## src/hdl/frr_pkg.sv

```systemverilog
// Shared types and constants for the fragment frame reassembler.
// Used by every module in hdl/; depends on nothing else.
package frr_pkg;

  localparam int unsigned FRAME_LEN = 25;
  localparam int unsigned SUM_LAST  = 22;
  localparam int unsigned POS_W     = 5;
  localparam int unsigned LEN_W     = 10;

  localparam logic [7:0] HEADER_BYTE = 8'hA5;
  localparam logic [7:0] FOOTER_BYTE = 8'h5A;

  typedef enum logic [2:0] {
    ST_OK         = 3'd0,
    ST_BAD_FOOTER = 3'd1,
    ST_BAD_CHECK  = 3'd2,
    ST_OVERFLOW   = 3'd3,
    ST_TOO_LONG   = 3'd4
  } status_t;

  typedef struct packed {
    logic             link;
    logic             first;
    logic [LEN_W-1:0] len;
    logic [7:0]       data;
  } item_t;

  typedef struct packed {
    status_t      status;
    logic [15:0]  speed_target;
    logic [16:0]  turn_target;
    logic [15:0]  stop_word;
    logic [31:0]  turn_gain_bits;
    logic [31:0]  prop_gain_bits;
    logic [31:0]  integ_gain_bits;
    logic [31:0]  deriv_gain_bits;
  } result_t;

endpackage

```

## src/hdl/frr_in_stage.sv

```systemverilog
// Input register of the fragment frame reassembler.
// Depends on frr_pkg for the item type.
module frr_in_stage (
  input  logic          clk,
  input  logic          rst,
  input  logic          in_valid,
  output logic          in_ready,
  input  frr_pkg::item_t in_item,
  input  logic          down_ready,
  output logic          fire,
  output frr_pkg::item_t item
);

  logic valid;

  assign fire     = valid & down_ready;
  assign in_ready = ~valid | down_ready;

  always_ff @(posedge clk) begin
    if (rst) begin
      valid <= 1'b0;
    end else if (in_ready) begin
      valid <= in_valid;
    end
  end

  always_ff @(posedge clk) begin
    if (in_ready && in_valid) begin
      item <= in_item;
    end
  end

endmodule

```

## src/hdl/frr_frame_core.sv

```systemverilog
// Frame state, byte store and frame check of the fragment frame reassembler.
// Depends on frr_pkg for constants, item and result types.
module frr_frame_core (
  input  logic             clk,
  input  logic             rst,
  input  logic             fire,
  input  frr_pkg::item_t   item,
  output logic             res_valid,
  output frr_pkg::result_t res
);

  logic [7:0]              store [frr_pkg::FRAME_LEN];
  logic [frr_pkg::POS_W-1:0] pos, pos_next;
  logic                    skip, skip_next;
  logic [7:0]              sum, sum_next;

  logic                    wr_en;
  logic [frr_pkg::POS_W-1:0] wr_pos;
  logic                    produce;

  always_comb begin
    logic                      restart;
    logic [frr_pkg::POS_W-1:0] pos_eff;
    logic [7:0]                sum_eff;
    logic [frr_pkg::LEN_W:0]   end_pos;
    logic                      do_store;
    logic [15:0]               turn_raw;

    pos_next  = pos;
    skip_next = skip;
    sum_next  = sum;
    wr_en     = 1'b0;
    wr_pos    = '0;
    produce   = 1'b0;
    res       = '0;
    res.status = frr_pkg::ST_OK;

    restart  = item.data == frr_pkg::HEADER_BYTE;
    pos_eff  = pos;
    sum_eff  = sum;
    do_store = 1'b0;
    end_pos  = '0;
    turn_raw = {store[4], store[3]};

    if (fire && item.link) begin
      if (item.first) begin
        skip_next = 1'b0;
        if (item.len == '0) begin
          skip_next = 1'b1;
        end else if (item.len > frr_pkg::LEN_W'(frr_pkg::FRAME_LEN)) begin
          skip_next  = 1'b1;
          produce    = 1'b1;
          res.status = frr_pkg::ST_TOO_LONG;
        end else begin
          // A header byte opening a fragment starts the frame over.
          if (restart) begin
            pos_eff = '0;
            sum_eff = '0;
          end
          end_pos = (frr_pkg::LEN_W + 1)'(pos_eff) + {1'b0, item.len};
          if (end_pos > (frr_pkg::LEN_W + 1)'(frr_pkg::FRAME_LEN)) begin
            pos_next   = '0;
            sum_next   = '0;
            skip_next  = 1'b1;
            produce    = 1'b1;
            res.status = frr_pkg::ST_OVERFLOW;
          end else begin
            do_store = 1'b1;
          end
        end
      end else if (!skip) begin
        do_store = 1'b1;
      end
    end

    if (do_store) begin
      wr_en  = 1'b1;
      wr_pos = pos_eff;
      if (pos_eff >= frr_pkg::POS_W'(1) && pos_eff <= frr_pkg::POS_W'(frr_pkg::SUM_LAST)) begin
        sum_next = sum_eff + item.data;
      end else begin
        sum_next = sum_eff;
      end
      pos_next = pos_eff + frr_pkg::POS_W'(1);
      // The last byte completes the frame; it is the footer itself.
      if (pos_eff == frr_pkg::POS_W'(frr_pkg::FRAME_LEN - 1)) begin
        pos_next = '0;
        sum_next = '0;
        produce  = 1'b1;
        if (item.data != frr_pkg::FOOTER_BYTE) begin
          res.status = frr_pkg::ST_BAD_FOOTER;
        end else if (store[0] != frr_pkg::HEADER_BYTE ||
                     sum_eff != store[frr_pkg::FRAME_LEN-2]) begin
          res.status = frr_pkg::ST_BAD_CHECK;
        end else begin
          res.status          = frr_pkg::ST_OK;
          res.speed_target    = {store[2], store[1]};
          res.turn_target     = 17'd0 - {turn_raw[15], turn_raw};
          res.stop_word       = {store[6], store[5]};
          res.turn_gain_bits  = {store[10], store[9], store[8], store[7]};
          res.prop_gain_bits  = {store[14], store[13], store[12], store[11]};
          res.integ_gain_bits = {store[18], store[17], store[16], store[15]};
          res.deriv_gain_bits = {store[22], store[21], store[20], store[19]};
        end
      end
    end
  end

  assign res_valid = produce;

  always_ff @(posedge clk) begin
    if (rst) begin
      pos  <= '0;
      skip <= 1'b0;
      sum  <= '0;
    end else begin
      pos  <= pos_next;
      skip <= skip_next;
      sum  <= sum_next;
    end
  end

  always_ff @(posedge clk) begin
    if (wr_en) begin
      store[wr_pos] <= item.data;
    end
  end

  a_pos_in_frame: assert property (@(posedge clk) disable iff (rst)
    pos < frr_pkg::POS_W'(frr_pkg::FRAME_LEN))
    else $error("write position left the frame");

  a_fail_clean: assert property (@(posedge clk) disable iff (rst)
    (res_valid && res.status != frr_pkg::ST_OK) |->
      (res.speed_target == '0 && res.turn_target == '0 && res.stop_word == '0 &&
       res.turn_gain_bits == '0 && res.deriv_gain_bits == '0))
    else $error("failed frame carries payload");

  a_restart_after_result: assert property (@(posedge clk) disable iff (rst)
    (res_valid && res.status != frr_pkg::ST_TOO_LONG) |=> (pos == '0 && sum == '0))
    else $error("frame not restarted after a result");

  a_no_result_idle: assert property (@(posedge clk) disable iff (rst)
    !fire |-> !res_valid)
    else $error("result without an item");

endmodule

```

## src/hdl/frr_out_stage.sv

```systemverilog
// Result register of the fragment frame reassembler.
// Depends on frr_pkg for the result type.
module frr_out_stage (
  input  logic             clk,
  input  logic             rst,
  input  logic             load,
  input  frr_pkg::result_t res_in,
  output logic             free,
  output logic             out_valid,
  input  logic             out_ready,
  output frr_pkg::result_t res
);

  assign free = ~out_valid | out_ready;

  always_ff @(posedge clk) begin
    if (rst) begin
      out_valid <= 1'b0;
    end else begin
      out_valid <= load | (out_valid & ~out_ready);
    end
  end

  always_ff @(posedge clk) begin
    if (load) begin
      res <= res_in;
    end
  end

endmodule

```

## src/hdl/fragment_frame_reassembler.sv

```systemverilog
// Top level of the fragment frame reassembler; uses frr_pkg, frr_in_stage, frr_frame_core
// and frr_out_stage.
// A word that completes a frame or is rejected waits in the input register until the result
// register is free; its result is then registered there and drives m_tvalid.
// One word per cycle if no result waits; the frame check and store write fit one logic pass.
// Reset (rst, synchronous, active high) clears position, sum, skip and valid flags only.
module fragment_frame_reassembler (
  input  logic         clk,
  input  logic         rst,
  input  logic         s_tvalid,
  output logic         s_tready,
  input  logic [23:0]  s_tdata,   // [9:0] fragment_length, [17:10] data_byte, rest zero
  input  logic [1:0]   s_tuser,   // [0] link_connected, [1] fragment_start
  output logic         m_tvalid,
  input  logic         m_tready,
  output logic [183:0] m_tdata,   // [15:0] speed_target, [32:16] turn_target,
                                  // [48:33] stop_word, [80:49] turn_gain_bits,
                                  // [112:81] prop_gain_bits, [144:113] integ_gain_bits,
                                  // [176:145] deriv_gain_bits, rest zero
  output logic [2:0]   m_tuser    // [2:0] status
);

  frr_pkg::item_t   in_item, item;
  frr_pkg::result_t core_res, res;
  logic             fire, res_valid, out_free;

  // Unpack the incoming word into the item fields.
  assign in_item.link  = s_tuser[0];
  assign in_item.first = s_tuser[1];
  assign in_item.len   = s_tdata[9:0];
  assign in_item.data  = s_tdata[17:10];

  // The input register advances only when the result register can take a result,
  // so a result is never lost and a waiting result still lets one word in.
  frr_in_stage u_in (
    .clk        (clk),
    .rst        (rst),
    .in_valid   (s_tvalid),
    .in_ready   (s_tready),
    .in_item    (in_item),
    .down_ready (out_free),
    .fire       (fire),
    .item       (item)
  );

  // Position tracking, fragment accept or drop, store write and frame check.
  frr_frame_core u_core (
    .clk       (clk),
    .rst       (rst),
    .fire      (fire),
    .item      (item),
    .res_valid (res_valid),
    .res       (core_res)
  );

  frr_out_stage u_out (
    .clk       (clk),
    .rst       (rst),
    .load      (res_valid),
    .res_in    (core_res),
    .free      (out_free),
    .out_valid (m_tvalid),
    .out_ready (m_tready),
    .res       (res)
  );

  assign m_tuser = res.status;
  assign m_tdata = {7'd0, res.deriv_gain_bits, res.integ_gain_bits, res.prop_gain_bits,
                    res.turn_gain_bits, res.stop_word, res.turn_target, res.speed_target};

endmodule
```

## config.mk

```make
export PLATFORM = sky130hd
export DESIGN_NAME = fragment_frame_reassembler
export DESIGN_NICKNAME = d
export VERILOG_FILES = /design/src/hdl/frr_pkg.sv /design/src/hdl/frr_in_stage.sv /design/src/hdl/frr_frame_core.sv /design/src/hdl/frr_out_stage.sv /design/src/hdl/fragment_frame_reassembler.sv
export SDC_FILE = /design/constraint.sdc
export NUM_CORES = 1
export LEC_CHECK = 0
export BUFFER_PORTS_ARGS = -buffer_cell sky130_fd_sc_hd__buf_4
export CAP_MARGIN = 10
export CORE_AREA = 2 2 195 197
export DETAILED_ROUTE_END_ITERATION = 10
export DIE_AREA = 0 0 197 199
export PLACE_DENSITY = 0.74
export SLEW_MARGIN = 20
export SYNTH_ARGS = -nofsm -noshare
export SYNTH_HDL_FRONTEND = slang
export SYNTH_SLANG_ARGS = --single-unit
```

## constraint.sdc

```tcl
create_clock -name clk -period 18.8 [get_ports clk]
set_input_delay 1.88 -clock clk [delete_from_list [all_inputs] [get_ports clk]]
set_output_delay 1.88 -clock clk [all_outputs]
set_load 0.01 [all_outputs]
```

==> metrics.csv, run 1 <==
stage,metric,value,unit
global_route,grt_pass1_vias,8768,
global_route,antenna_found_initial,1,
finish,n_antenna_cell,0,
route,avgRoutedWirePerCell,18.4,µm
synth,synth_edf_count,392,
synth,synth_ff_type,edfxtp_1,
pwr,powerDensity,91.8,nW/µm²
critical_path,crit_type,flop to flop,
sta,min_period,6030,ps
sta,rsz0062_at_grt,false,
placed_design,gp_congestion,0.819,
sta,clock.fmax,166,MHz
pwr,p_leak,7.27,nW
sta,setup_viol_count_final,0,
clocking,cts_buffers,41,
finish,fin_nets,1376,
synth,avgSynthCellArea,14.9,µm²
synth,synth_seq_area_share,0.729,
clocking,path_clk_slew,60,ps
sta,setup_tns,0,ps
run_status,status,"complete, no violations",
clocking,cts-root-buf,clkbuf_16,
synth,synthCells,1111,
sta,skew,17.3,ps
synth,synth_seq_cells,408,
clocking,cts_tree,built,
sta,max_slew_margin,0.281,
floorplan,die_h,199,µm
pwr,ir_drop,0.0631,mV
synth,synthArstFlopShare,0,
placed_design,dp_hpwl,20400,µm
sta,tightest_slew,1080,ps
clocking,clockBufferDepth,3,
route,drc_errors,0,
route,top_layer,met4,
min_path,min-delay-path-class,flop to flop,
clocking,htreeDepth,2,
critical_path,reg2reg_slack,12770,ps
job,maxCapViolCount,0,
floorplan,initial_utilization,0.446,
floorplan,dieArea,39200,µm²
global_route,grt_pass1_wl,49800,µm
synth,synth_warnings,0,
finish,fillCellCount,2971,
clocking,clock-sinks,408,
route,wl_met3,1910,µm
placed_design,portBuffers,205,
route,vias_per_cell,5.02,
route,wl_met2,16500,µm
route,wl,33800,µm
sta,period_share,0.321,
sta,finalHoldViolCount,0,
critical_path,worst_ep_arrival_time,6190,ps
global_route,grt.total_usage,0.171,
route,dr.pass1.iters,5,
clocking,postCtsHoldBufs,0,
synth,synthDistinctLibCells,67,
sta,finalMaxSlewViolations,0,
floorplan,ios,219,
synth,netlist_area,16600,µm²
route,via_count,9213,
finish,drive_gt1_frac,0.316,
critical_path,critPathLaunchType,flop,
floorplan,die_w,197,µm
critical_path,critical_path_required,18960,ps
floorplan,core.rowCount,71,
finish,areaGrowthSynthToFinish,19.6,%
critical_path,worst-path-max-fanout,81,
route,final_antenna_net_count,0,
clocking,clk_latency,550,ps
global_route,grt.overflow.total,0,
critical_path,end_kind,flop,
sta,timing.hold.ws,469,ps
floorplan,core_area,37100,µm²
clocking,post_cts_resized,0,
clocking,cts_setup_buffers,0,
route,drt-initial-drc-count,690,
global_route,grt_max_degree,82,
route,wl_met1,14400,µm
[final cells by class]
type / instances / area (µm²) / area share
multi-input combinational: 470 / 3470 / 0.175
clock inverter: 24 / 173 / 0.00871
sequential: 408 / 12100 / 0.610
clock buffer: 50 / 1100 / 0.0556
inverter: 181 / 679 / 0.0343
tap: 474 / 593 / 0.0299
timing repair buffer: 227 / 1700 / 0.0860
[cell usage after synthesis (4+ instances only)]
cell | number | area, µm²
a21oi_1 | 13 | 65.1
a31oi_1 | 7 | 43.8
and2_1 | 8 | 50.1
buf_2 | 15 | 75.1
buf_4 | 10 | 75.1
buf_6 | 14 | 158
clkbuf_1 | 17 | 63.8
dfxtp_1 | 16 | 320
edfxtp_1 | 392 | 11800
ha_1 | 15 | 188
inv_1 | 181 | 679
nand2_1 | 28 | 105
nand2b_1 | 8 | 50.1
nand3_1 | 13 | 65.1
nand4_1 | 8 | 50.1
nor2_1 | 46 | 173
nor2b_1 | 5 | 31.3
nor3_1 | 66 | 330
nor3_2 | 130 | 1300
nor4_1 | 4 | 25.0
o21a_1 | 4 | 30.0
o21ai_0 | 18 | 90.1
o22ai_1 | 4 | 25.0
or3_1 | 4 | 25.0
xnor2_1 | 15 | 131
xor2_1 | 10 | 87.6
[layout by cell type (no fill, tap or decap), types with 10 or more instances in the layout]
cell type  count
edfxtp_1     392
xnor2_1       15
xor2_1        10
ha_1          15
clkbuf_16     43
dfxtp_1       16
nor3_2       131
nor3_1        65
a21oi_1       13
inv_1        181
nand2_1       27
nor2_1        46
clkinv_1      12
nand3_1       13
o21ai_0       18
buf_4        226
[metrics by stage]
step | instances | area, µm² | setup slack, ps | power, mW | util
4_1_cts | 1833 | 19800 | 12810 | 1.84 | 0.533
2_1_floorplan | 1117 | 16600 | 10740 | 1.04 | -
3_5_place_dp | 1759 | 18500 | 12400 | 1.06 | 0.499
5_1_grt | 1834 | 19800 | 12480 | 1.87 | 0.534
6_report | 1834 | 19800 | 12770 | 1.82 | 0.534
3_3_place_gp | 1759 | 18500 | 12490 | 1.06 | 0.499
[worst max-delay path, cell delays in order (launching register included)]
cell and delay, ps:
edfxtp_1 390, buf_4 280, or4bb_1 610, or2_1 330, and2_1 210, ha_1 190
inv_1 70, fa_1 200, inv_1 80, maj3_1 370, o221ai_1 230, a22oi_1 100
a31oi_1 240, a21bo_2 380, nand3_1 240, nand2_4 610, buf_4 910
[per-layer routing]
metal	GRT usage	up-vias
li1	-	4380
met1	0.222	4467
met2	0.285	301
met3	0.0359	65
met4	0.0624	0
met5	0	-
[worst paths after layout]
path	from	endpoint	cells after the start
worst max-delay path	u_in.item[1]$_DFFE_PP_	u_out.res[71]$_SDFFCE_PP0P_	16
worst min-delay path	u_core.sum[0]$_SDFFE_PP0P_	u_core.sum[0]$_SDFFE_PP0P_	2
worst max register to register	u_in.item[1]$_DFFE_PP_	u_out.res[71]$_SDFFCE_PP0P_	16
worst min register to register	u_core.sum[0]$_SDFFE_PP0P_	u_core.sum[0]$_SDFFE_PP0P_	2
[sequential cells by signal (all words and copies together), names as in the netlist]
register and count:
u_out.out_valid 1, u_in.item 20, u_core.sum 8, u_core.pos 5
u_core.store 192, u_in.valid 1, u_out.res 180, u_core.skip 1
[where the power goes]
part           total, mW  internal [mW]  switching [mW]  leakage [nW]
clock network      0.777          0.445           0.332         0.623
logic             0.0395         0.0124          0.0271          2.74
registers           1.00          0.998         0.00376          3.90
total               1.82           1.46           0.363          7.27
[cell families (layout without fill, tap and decap cells)]
logic type / Yosys count / in the layout / share of synthesized area
other cells: 1 / 7 / 0.000226
compound gates: 71 / 71 / 0.0288
mux: 3 / 3 / 0.00181
fa+ha+maj: 18 / 18 / 0.0143
simple gates: 346 / 346 / 0.148
buf+inv: 239 / 482 / 0.0639
xor+xnor: 25 / 25 / 0.0132
flops: 408 / 408 / 0.729
No activity file was read; power rests on OpenSTA's default activity.
==> run 2, diff against run 1 <==
--- a/config.mk
+++ b/config.mk
@@ -10,7 +10,7 @@
 export CORE_AREA = 2 2 195 197
 export DETAILED_ROUTE_END_ITERATION = 10
 export DIE_AREA = 0 0 197 199
-export PLACE_DENSITY = 0.74
+export PLACE_DENSITY = 0.77
 export SLEW_MARGIN = 20
 export SYNTH_ARGS = -nofsm -noshare
 export SYNTH_HDL_FRONTEND = slang
==> constraint.sdc (replaced) <==
create_clock -name clk -period 5.47 [get_ports clk]
set_input_delay 0.547 -clock clk [delete_from_list [all_inputs] [get_ports clk]]
set_output_delay 0.547 -clock clk [all_outputs]
set_load 0.01 [all_outputs]
==> run 2 against run 1 <==
  * Final cell count is 0.60% higher
  * Sequential share of layout area is 0.64 points lower
  * Clock power grew to 3.6 times the previous value
  * Wire length is 1.4% higher
  * Critical endpoint is now u_out.res[25]$_SDFFCE_PP0P_
  * Largest power group unchanged
==> metrics.csv, run 2 (same netlist as run 1, synthesis figures left out) <==
stage,metric,value,unit,change
critical_path,crit_type,flop to flop,,
sta,max_slew_margin,0.399,,+0.118
sta,finalMaxSlewViolations,0,,unchanged
critical_path,worstPathCellList,or4bb_1 > or2_1 > and2_1 > ha_1 > inv_1 > fa_1 > inv_1 > maj3_1 > o221ai_1 > a22oi_1 > a31oi_1 > a21bo_2 > nand3_1 > nand2_8 > buf_4,,
finish,stdcell_area,20000,µm²,+1.1%
critical_path,worst-path-max-fanout,45,,-44%
finish,top_register,u_core.store,,
placed_design,dpl.cell_count,1772,,+0.74%
finish,areaGrowthSynthToFinish,20.8,%,
pwr,powerDensity,319,nW/µm²,+250%
clocking,post_cts_resized,0,,unchanged
finish,n_antenna_cell,0,,unchanged
critical_path,r2r_cells,15,,-1
floorplan,die_h,199,µm,unchanged
critical_path,path_delay_family,simple AND/OR/NAND/NOR gates,,
sta,skew,15.8,ps,-1.47 ps
placed_design,dpl_worst_slack,566,ps,-11840 ps
critical_path,end_kind,flop,,
min_path,min-delay-path-class,input pin to flop,,
sta,finalHoldViolCount,0,,unchanged
route,drt-initial-drc-count,653,,-5.4%
placed_design,place_area,18700,µm²,+0.91%
sta,finalWorstSetupSlack,520,ps,-12250 ps
sta,period_share,0.905,,+0.584
floorplan,die_w,197,µm,unchanged
finish,fin_nets,1389,,+0.94%
route,wl,34300,µm,+1.4%
clocking,path_clk_slew,60,ps,about the same
route,via_count,9356,,+1.6%
global_route,grt.overflow.total,0,,unchanged
finish,drive_gt1_frac,0.322,,+0.00622
placed_design,portBuffers,205,,unchanged
finish,fillCellCount,2954,,-0.57%
critical_path,cp.buffers_inverters,3,,-1
clocking,htreeDepth,2,,unchanged
finish,final_common_cell,edfxtp_1,,
global_route,grt.total_usage,0.176,,+0.00473
critical_path,cp_common_cell,inv_1,,
critical_path,critPathLaunchType,flop,,
sta,min_period,4950,ps,-1080 ps
critical_path,crit_end,u_out.res[25]$_SDFFCE_PP0P_,,
critical_path,critPathMaxStageDelay,580,ps,-330 ps
global_route,grt_max_degree,116,,+41%
floorplan,dieArea,39200,µm²,unchanged
route,final_antenna_net_count,0,,unchanged
finish,largest_reg_flops,192,,unchanged
finish,top_regs,"u_core.store (192), u_out.res (180), u_in.item (20)",,
critical_path,rr_endpoint,u_out.res[25]$_SDFFCE_PP0P_,,
clocking,cts-root-buf,clkbuf_16,,
floorplan,initial_utilization,0.446,,unchanged
critical_path,worst_ep_arrival_time,5170,ps,-1020 ps
pwr,p_leak,6.96,nW,-4.1%
clocking,cts_setup_buffers,0,,unchanged
pwr,ir_drop,0.237,mV,+280%
global_route,antenna_found_initial,0,,-1
sta,tightest_slew,898,ps,-181 ps
clocking,postCtsHoldBufs,0,,unchanged
clocking,clk_latency,550,ps,about the same
critical_path,reg2reg_slack,520,ps,-12250 ps
placed_design,gp_congestion,0.891,,+8.7%
clocking,clock-sinks,408,,unchanged
sta,setup_tns,0,ps,unchanged
global_route,grt_pass1_vias,9034,,+3.0%
global_route,grt_pass1_wl,51800,µm,+3.9%
critical_path,startpoint,u_in.item[1]$_DFFE_PP_,,
sta,clock.fmax,202,MHz,+22%
route,wl_met1,14500,µm,+0.64%
clocking,cts_buffers,42,,+2.4%
route,wl_met2,16800,µm,+1.7%
pwr,finalPower,6.39,mW,+250%
floorplan,ios,219,,unchanged
min_path,hold_depth,1,,-1
route,vias_per_cell,5.07,,+0.95%
critical_path,crit_cells,15,,-1
clocking,cts_tree,built,,
critical_path,critPathSlowestCell,or4bb_1,,
route,dr.pass1.iters,5,,unchanged
placed_design,dp_hpwl,21000,µm,+2.6%
critical_path,critical_path_required,5690,ps,-13270 ps
route,wl_met3,2150,µm,+12%
sta,setup_viol_count_final,0,,unchanged
job,maxCapViolCount,0,,unchanged
clocking,clockBufferDepth,3,,unchanged
floorplan,core.rowCount,71,,unchanged
finish,final_cell_mix,"edfxtp_1 (392), buf_4 (234), inv_1 (181)",,
finish,layout.cells.non_filler,1845,,+0.60%
route,avgRoutedWirePerCell,18.6,µm,+0.78%
critical_path,rr_startpoint,u_in.item[1]$_DFFE_PP_,,
sta,rsz0062_at_grt,false,,
floorplan,core_area,37100,µm²,unchanged
route,drc_errors,0,,unchanged
run_status,status,"complete, no violations",,
route,top_layer,met4,,
run 2: cell types whose count changed in the layout (fill, tap and decap cells not counted), sizes merged:
cell	change
buf	+13
clkinv	-5
clkbuf	+3
inv	-2
bufinv	+1
clkinvlp	+1
run 2: area by class of cell:
class | count | area [µm²] | area share
Clock buffer | 54 | 1160 | 0.0579
Clock inverter | 19 | 174 | 0.00868
Inverter | 181 | 679 | 0.0339
Multi-Input combinational cell | 470 | 3470 | 0.173
Sequential cell | 408 | 12100 | 0.604
Tap cell | 474 | 593 | 0.0296
Timing Repair Buffer | 239 | 1860 | 0.0927
run 2: how the worst min path moves through the flow:
stage | startpoint | to | slack (ps)
after floorplan | u_core.sum[2]$_SDFFE_PP0P_ | u_core.sum[2]$_SDFFE_PP0P_ | 420
after global placement | u_core.sum[0]$_SDFFE_PP0P_ | u_core.sum[0]$_SDFFE_PP0P_ | 440
after detailed placement | u_core.sum[0]$_SDFFE_PP0P_ | u_core.sum[0]$_SDFFE_PP0P_ | 440
after CTS | s_tdata[4] | u_in.item[12]$_DFFE_PP_ | 150
after global routing | s_tdata[2] | u_in.item[10]$_DFFE_PP_ | 150
final | s_tdata[6] | u_in.item[14]$_DFFE_PP_ | 180
run 2: per-stage QoR:
step	util	hold slack, ps
2_1_floorplan	-	425
3_3_place_gp	0.503	436
3_5_place_dp	0.503	442
4_1_cts	0.539	149
5_1_grt	0.539	146
6_report	0.539	176
run 2: worst reg2reg max path, delay by kind of cell, from the launching register on:
family / cells / cell delay [ps]
compound gates: 4 / 1070
fa+ha+maj: 3 / 780
buf+inv: 3 / 570
flops: 1 / 380
simple gates: 5 / 1820
run 2: per-layer routing:
layer,GRT usage,vias to the layer above
met5,0,-
met4,0.0535,0
met3,0.0349,50
met2,0.292,321
met1,0.234,4579
li1,-,4406
run 2: power by group:
group | switching, mW | leakage, nW | internal (mW) | total [mW]
clock | 1.12 | 0.647 | 1.64 | 2.76
sequential | 0.0195 | 3.57 | 3.45 | 3.47
combinational | 0.106 | 2.74 | 0.0616 | 0.168
total | 1.25 | 6.96 | 5.14 | 6.39
